`config.mk`:
```
export PLATFORM = sky130hd
export DESIGN_NAME = header_trailer_deframer_unit
export DESIGN_NICKNAME = d
export VERILOG_FILES = /design/src/design/hdt_pkg.sv /design/src/design/hdt_cfg.sv /design/src/design/hdt_step.sv /design/src/design/header_trailer_deframer_unit.sv
export SDC_FILE = /design/constraint.sdc
export NUM_CORES = 1
export LEC_CHECK = 0
export BUFFER_PORTS_ARGS = -buffer_cell sky130_fd_sc_hd__buf_4
export CORE_UTILIZATION = 45
export CTS_CLUSTER_SIZE = 8
export DETAILED_ROUTE_END_ITERATION = 8
export GPL_TIMING_DRIVEN = 0
export HOLD_SLACK_MARGIN = 0.08
export PLACE_DENSITY_LB_ADDON = 0.2
export SETUP_SLACK_MARGIN = 0.5
export SLEW_MARGIN = 20
export SYNTH_ARGS = -nofsm -noshare
export SYNTH_HDL_FRONTEND = slang
export SYNTH_SLANG_ARGS = --single-unit
```
`constraint.sdc`:
```
create_clock -name clk -period 5.5 [get_ports clk]
set_clock_uncertainty 0.2 [all_clocks]
set_input_delay 0.825 -clock clk [delete_from_list [all_inputs] [get_ports clk]]
set_output_delay 0.825 -clock clk [all_outputs]
set_load 0.05 [all_outputs]
```
`src/design/hdt_pkg.sv`:
```
// ----------------------------------------------------------------------------
// hdt_pkg
// shared types and constants for the header/trailer deframer
// ----------------------------------------------------------------------------
package hdt_pkg;

    localparam int unsigned ByteW = 8;
    localparam int unsigned CfgIdxW = 2;

    // configuration register indexes
    localparam logic [CfgIdxW-1:0] CFG_HEADER_FIRST   = 2'd0;
    localparam logic [CfgIdxW-1:0] CFG_HEADER_SECOND  = 2'd1;
    localparam logic [CfgIdxW-1:0] CFG_TRAILER_FIRST  = 2'd2;
    localparam logic [CfgIdxW-1:0] CFG_TRAILER_SECOND = 2'd3;

    // marker values after reset
    localparam logic [ByteW-1:0] RST_HEADER_FIRST   = 8'hEB;
    localparam logic [ByteW-1:0] RST_HEADER_SECOND  = 8'h99;
    localparam logic [ByteW-1:0] RST_TRAILER_FIRST  = 8'h99;
    localparam logic [ByteW-1:0] RST_TRAILER_SECOND = 8'hBE;

    typedef enum logic [1:0] {
        PH_HUNT  = 2'd0,
        PH_HALF  = 2'd1,
        PH_FRAME = 2'd2
    } phase_t;

    typedef struct packed {
        logic [ByteW-1:0] header_first;
        logic [ByteW-1:0] header_second;
        logic [ByteW-1:0] trailer_first;
        logic [ByteW-1:0] trailer_second;
    } hdt_cfg_t;

    typedef struct packed {
        logic             has_result;
        logic [ByteW-1:0] out_byte;
        logic             frame_end;
    } hdt_result_t;

endpackage

```
`src/design/hdt_cfg.sv`:
```
// ----------------------------------------------------------------------------
// hdt_cfg
// marker byte registers, written through a plain write port
// ----------------------------------------------------------------------------
module hdt_cfg
(
    input  logic                          clk,
    input  logic                          rst_n,
    input  logic                          cfg_wr_en,
    input  logic [hdt_pkg::CfgIdxW-1:0]   cfg_index,
    input  logic [hdt_pkg::ByteW-1:0]     cfg_data,
    output hdt_pkg::hdt_cfg_t             cfg
);
    import hdt_pkg::*;

    hdt_cfg_t cfg_reg;
    hdt_cfg_t cfg_next;

    always_comb
    begin
        cfg_next = cfg_reg;
        if (cfg_wr_en)
        begin
            case (cfg_index)
                CFG_HEADER_FIRST:   cfg_next.header_first   = cfg_data;
                CFG_HEADER_SECOND:  cfg_next.header_second  = cfg_data;
                CFG_TRAILER_FIRST:  cfg_next.trailer_first  = cfg_data;
                CFG_TRAILER_SECOND: cfg_next.trailer_second = cfg_data;
                default:            cfg_next = cfg_reg;
            endcase
        end
    end

    always_ff @(posedge clk or negedge rst_n)
    begin
        if (!rst_n)
        begin
            cfg_reg.header_first   <= RST_HEADER_FIRST;
            cfg_reg.header_second  <= RST_HEADER_SECOND;
            cfg_reg.trailer_first  <= RST_TRAILER_FIRST;
            cfg_reg.trailer_second <= RST_TRAILER_SECOND;
        end
        else
        begin
            cfg_reg <= cfg_next;
        end
    end

    assign cfg = cfg_reg;

endmodule

```
`src/design/hdt_step.sv`:
```
// ----------------------------------------------------------------------------
// hdt_step
// framing state and the per-byte decision, one byte per cycle while fire is high
// ----------------------------------------------------------------------------
module hdt_step
(
    input  logic                       clk,
    input  logic                       rst_n,
    input  logic                       fire,
    input  logic [hdt_pkg::ByteW-1:0]  in_byte,
    input  hdt_pkg::hdt_cfg_t          cfg,
    output hdt_pkg::hdt_result_t       res
);
    import hdt_pkg::*;

    phase_t           phase_reg;
    phase_t           phase_next;
    logic [ByteW-1:0] held_byte_reg;
    logic [ByteW-1:0] held_byte_next;
    logic             held_valid_reg;
    logic             held_valid_next;

    always_comb
    begin
        phase_next      = phase_reg;
        held_byte_next  = held_byte_reg;
        held_valid_next = held_valid_reg;
        res             = '0;
        case (phase_reg)
            PH_FRAME:
            begin
                if (held_valid_reg && held_byte_reg == cfg.trailer_first
                    && in_byte == cfg.trailer_second)
                begin
                    res.has_result  = 1'b1;
                    res.frame_end   = 1'b1;
                    phase_next      = PH_HUNT;
                    held_valid_next = 1'b0;
                end
                else if (held_valid_reg)
                begin
                    res.has_result = 1'b1;
                    res.out_byte   = held_byte_reg;
                    held_byte_next = in_byte;
                end
                else
                begin
                    held_byte_next  = in_byte;
                    held_valid_next = 1'b1;
                end
            end
            PH_HALF:
            begin
                if (in_byte == cfg.header_second)
                begin
                    phase_next      = PH_FRAME;
                    held_valid_next = 1'b0;
                end
                else if (in_byte == cfg.header_first)
                begin
                    phase_next = PH_HALF;
                end
                else
                begin
                    phase_next = PH_HUNT;
                end
            end
            default:
            begin
                // hunting, also covers the unused phase code
                phase_next = (in_byte == cfg.header_first) ? PH_HALF : PH_HUNT;
            end
        endcase
    end

    always_ff @(posedge clk or negedge rst_n)
    begin
        if (!rst_n)
        begin
            phase_reg      <= PH_HUNT;
            held_byte_reg  <= '0;
            held_valid_reg <= 1'b0;
        end
        else if (fire)
        begin
            phase_reg      <= phase_next;
            held_byte_reg  <= held_byte_next;
            held_valid_reg <= held_valid_next;
        end
    end

endmodule

```
`src/design/header_trailer_deframer_unit.sv`:
```
// ----------------------------------------------------------------------------
// header_trailer_deframer_unit
// extracts framed payload bytes from a raw byte stream
// ----------------------------------------------------------------------------
// path: an accepted byte waits in the input register, then passes through the framing step into the result register
// throughput: one byte per cycle while the result register is not stalled, set by the framing state loop
// a full, stalled result register holds the input register, which then raises in_stall while it holds a byte
// reset: async active low; hunting for a header, no byte held, markers at
//   their default values, both pipeline registers empty
// ----------------------------------------------------------------------------
module header_trailer_deframer_unit
(
    input  logic                          clk,
    input  logic                          rst_n,
    // configuration write port
    input  logic                          cfg_wr_en,
    input  logic [hdt_pkg::CfgIdxW-1:0]   cfg_index,
    input  logic [hdt_pkg::ByteW-1:0]     cfg_data,
    // received byte channel
    input  logic                          in_valid,
    output logic                          in_stall,
    input  logic [hdt_pkg::ByteW-1:0]     rx_byte,
    // result channel
    output logic                          out_valid,
    input  logic                          out_stall,
    output logic [hdt_pkg::ByteW-1:0]     out_byte,
    output logic                          frame_end
);
    import hdt_pkg::*;

    hdt_cfg_t         cfg;
    hdt_result_t      res;

    // input register
    logic             in_valid_reg;
    logic             in_valid_next;
    logic [ByteW-1:0] in_byte_reg;
    logic [ByteW-1:0] in_byte_next;

    // result register
    logic             out_valid_reg;
    logic             out_valid_next;
    logic [ByteW-1:0] out_byte_reg;
    logic [ByteW-1:0] out_byte_next;
    logic             frame_end_reg;
    logic             frame_end_next;

    logic             in_take;
    logic             advance;
    logic             out_free;

    hdt_cfg u_cfg
    (
        .clk       (clk),
        .rst_n     (rst_n),
        .cfg_wr_en (cfg_wr_en),
        .cfg_index (cfg_index),
        .cfg_data  (cfg_data),
        .cfg       (cfg)
    );

    hdt_step u_step
    (
        .clk     (clk),
        .rst_n   (rst_n),
        .fire    (advance),
        .in_byte (in_byte_reg),
        .cfg     (cfg),
        .res     (res)
    );

    // result register can take a new item when empty or being drained
    assign out_free = !out_valid_reg || !out_stall;
    // held item moves through the framing logic into the result register
    assign advance  = in_valid_reg && out_free;
    // input register is free when empty or its item moves on this cycle
    assign in_stall = in_valid_reg && !advance;
    assign in_take  = in_valid && !in_stall;

    always_comb
    begin
        in_valid_next = in_valid_reg;
        in_byte_next  = in_byte_reg;
        if (in_take)
        begin
            in_valid_next = 1'b1;
            in_byte_next  = rx_byte;
        end
        else if (advance)
        begin
            in_valid_next = 1'b0;
        end
    end

    always_comb
    begin
        out_valid_next = out_valid_reg;
        out_byte_next  = out_byte_reg;
        frame_end_next = frame_end_reg;
        if (out_free)
        begin
            // not every byte yields an item: hunting and holding give none
            out_valid_next = advance && res.has_result;
            out_byte_next  = res.out_byte;
            frame_end_next = res.frame_end;
        end
    end

    always_ff @(posedge clk or negedge rst_n)
    begin
        if (!rst_n)
        begin
            in_valid_reg  <= 1'b0;
            out_valid_reg <= 1'b0;
        end
        else
        begin
            in_valid_reg  <= in_valid_next;
            out_valid_reg <= out_valid_next;
        end
    end

    always_ff @(posedge clk)
    begin
        in_byte_reg   <= in_byte_next;
        out_byte_reg  <= out_byte_next;
        frame_end_reg <= frame_end_next;
    end

    assign out_valid = out_valid_reg;
    assign out_byte  = out_byte_reg;
    assign frame_end = frame_end_reg;

    // an end-of-frame item never carries a payload byte
    assert property (@(posedge clk) disable iff (!rst_n)
        out_valid_reg && frame_end_reg |-> out_byte_reg == '0)
        else $error("end-of-frame item with non-zero byte");

    // nothing moves into a full result register that is stalled
    assert property (@(posedge clk) disable iff (!rst_n)
        out_valid_reg && out_stall |-> !advance)
        else $error("framing step fired into a stalled result register");

    // stall is only raised while an item waits in the input register
    assert property (@(posedge clk) disable iff (!rst_n)
        in_stall |-> in_valid_reg)
        else $error("input stalled with empty input register");

    // an item left in the input register without moving is still there
    assert property (@(posedge clk) disable iff (!rst_n)
        in_valid_reg && !advance |=> in_valid_reg && $stable(in_byte_reg))
        else $error("held input item lost");

endmodule
```
==> metrics.md <==
| Metric | Value |
|---|---|
| Status | `finished, final reports clean` |
| Maximum clock path buffer count | `2` |
| CTS tree | `built` |
| Die Span X | `79.8 um` |
| Nets | `256` |
| CTS clock-pin slew for the worst setup and hold paths | `~0.070 ns` |
| Worst-Margin Slew | `0.712 ns` |
| Crit Path Category | `in -> reg` |
| Global-route wire length before repair | `7.88 mm` |
| # clock sinks | `62` |
| Worst EP required | `5.51 ns` |
| Antenna Violating Nets Remaining | `0` |
| Ys Warns | `0` |
| Final hold vios | `0` |
| Crit path largest cell delay | `0.51 ns` |
| Critical path's top delay family | `simple AND/OR/NAND/NOR gates` |
| DR iter-0 viols | `68` |
| Antenna Diode Count | `0` |
| Post-route DRC | `0` |
| CP arrival | `approximately 2.4 ns` |
| DP HPWL | `between 3 and 4 mm` |
| Minimum clock period | `between 2 and 2.5 ns` |
| Post-synth EDFFs | `17` |
| Pwr per Cell Area | `330 nW/um^2` |
| Die Ht | `between 70 and 80 um` |
| Final WL | `between 4 and 5 mm` |
| Final period util | `43.4%` |
| Clk Latency, worst-skew pair | `0.33 ns` |
| Syn Area/Cell | `14.6 sq um` |
| Area Growth Syn to Fin | `19.0%` |
| 1st-pass router iterations | `4` |
| Fraction of layout cells with a size suffix above 1 | `47.5%` |
| Post-DR vias/cell | `5.05` |
| CP startpoint kind | `input port` |
| Slew Limit Fails | `0` |
| Maximum clock frequency | `0.419 GHz` |
| Crit-path max FO | `11` |
| Utilization after layout | `57.2%` |
| Largest net degree at the start of global routing | `46` |
| Yosys reg bits | `62` |
| Final Setup Violations | `0` |
| Initial core utilization | `48.0%` |
| Unique masters post-synth | `24` |
| Grt total ovfl | `0` |
| CP Capture Type | `flop` |
| # resized after CTS | `0` |
| Vias | `1556` |
| Post-Syn Instances | `187` |
| Htree depth | `3` |
| Slowest-stage cell, CP | `nor3b_4` |
| Most frequent cells in the layout | `mux2_2 (42), buf_4 (33), dfrtp_1 (25), xor2_1 (23), dfstp_2 (20)` |
| Post-Place Cell Area | `roughly 3100 sq um` |
| Gr usage total | `17.5%` |
| Vias in the first global route | `1528` |
| Max VDD drop | `0.183 mV` |
| Top FF cell, synth | `dfrtp_1` |
| Wire per inst | `between 15 and 20 um` |
| Initial antenna violation count | `0` |
| Cell chain of the critical path | `buf_4 -> nand2_1 -> nand2_1 -> nor3b_4 -> mux2_2` |
| Seq/Total Area, Yosys | `approximately 61%` |
| Commonest non-fill, non-tap cell in the layout | `mux2_2` |
| Setup bufs post-CTS | `0` |
| Filler cell count in the final layout | `between 500 and 600` |
| FP Rows | `27` |
| Root Buffer | `clkbuf_8` |
| Design Area, Final | `roughly 3200 sq um` |
| Core box area | `approximately 5700 sq um` |
| CTS buffer count | `9` |
| Max reg flops | `32` |
| Most frequent CP cell | `nand2_1` |
| RSZ-0062 raised after global routing | `false` |
| Leak Pwr | `1.39 nW` |
| Area of the mapped netlist | `about 2700 sq um` |
| DIE AREA | `6370 sq um` |
| Port Buffers | `33` |
| Hold Crit Class | `in -> async` |
| Mapped Nets | `between 200 and 250` |
| IO Pins | `34` |
| WP buf/inv | `1` |
| Max-slew headroom | `52.3%` |
| Async set or reset register ratio after synthesis | `72.6%` |
| GPL Wtd Cong | `0.689` |
| Max Cap Violations | `0` |
| Setup Total Neg Slack | `0 ns` |
| # hold bufs at CTS | `0` |
-- cell usage after synthesis, types with 4 or more instances --
master / n / share of area [%]
mux2_2: 42 / 17
dfrtp_1: 25 / 23
xor2_1: 23 / 7.4
dfstp_2: 20 / 19
edfxtp_1: 17 / 19
and2_1: 9 / 2.1
xnor2_1: 9 / 2.9
nand2_1: 5 / 0.69
nand3_1: 5 / 0.92
nor4_1: 5 / 1.1
inv_1: 4 / 0.55
nor2_1: 4 / 0.55
nor3_1: 4 / 0.73
-- layer usage --
metal	part of all wire (%)	global-route usage [%]	routed length, um	up-vias
met5	0	0	0	-
met4	1.8	7.50	87	0
met3	2.7	3.77	131	10
met2	48	27.3	2380	27
met1	47	23.4	2340	774
li1	-	-	-	745
-- path summary, 6_finish.rpt --
check / from / slack (ns) / end / depth (start not counted)
setup / recovery: out_stall / 3.11 / u_step.held_byte_reg[4]$_DFFE_PN0P_ / 5
hold / removal: rst_n / 0.29 / u_step.held_byte_reg[0]$_DFFE_PN0P_ / 1
setup reg to reg: in_byte_reg[4]$_DFFE_PP_ / 3.24 / u_step.held_valid_reg$_DFFE_PN0P_ / 6
hold reg to reg: u_cfg.cfg[9]$_DFFE_PN0P_ / 0.33 / u_cfg.cfg[9]$_DFFE_PN0P_ / 1
max in group asynchronous: rst_n / 4.42 / u_cfg.cfg[30]$_DFFE_PN1P_ / 1
min in group clk: u_cfg.cfg[9]$_DFFE_PN0P_ / 0.33 / u_cfg.cfg[9]$_DFFE_PN0P_ / 1
-- final cells by class --
cell class                      instances  area (sq um)  area share [%]
Timing Repair Buffer                   33           248            7.63
Clock inverter                          1          5.00           0.154
Inverter                                4          15.0           0.463
Clock buffer                           15           176            5.44
Multi-Input combinational cell        121          1050            32.3
Sequential cell                        62          1660            51.2
Tap cell                               72          90.1            2.78
-- through the flow --
step           power, mW  hold WS, ns  instances  worst slack, ns
4_1_cts             1.08        0.304        308             3.10
5_1_grt             1.12        0.325        308             3.00
3_5_place_dp       0.715        0.315        292             2.75
3_3_place_gp       0.710        0.309        292             2.81
2_1_floorplan      0.668        0.299        187             3.18
6_report            1.07        0.290        308             3.11
-- worst register-to-register path, cell delays in order (launching register included) --
cell	delay, ns
edfxtp_1	0.49
xor2_1	0.20
nor4_1	0.37
nand3_1	0.19
nor2_2	0.21
nor3b_4	0.12
a221o_1	0.35
-- power breakdown --
part           switching (mW)  internal [mW]
Combinational          0.0506         0.0747
Clock                   0.164          0.201
Sequential             0.0365          0.543
-- cells by family (layout without fill, tap and decap cells) --
group | Yosys count | after routing | share of synthesized area (%)
multiplexers | 42 | 42 | 17.3
buffers and inverters | 4 | 53 | 0.551
flip-flops | 62 | 62 | 60.9
AO/OA/AOI/OAI | 3 | 3 | 0.734
adder cells (fa/ha/maj) | 2 | 2 | 0.918
XOR/XNOR | 32 | 32 | 10.3
AND/OR/NAND/NOR | 42 | 42 | 9.22
Note: power is estimated with default switching activity, not from simulation.
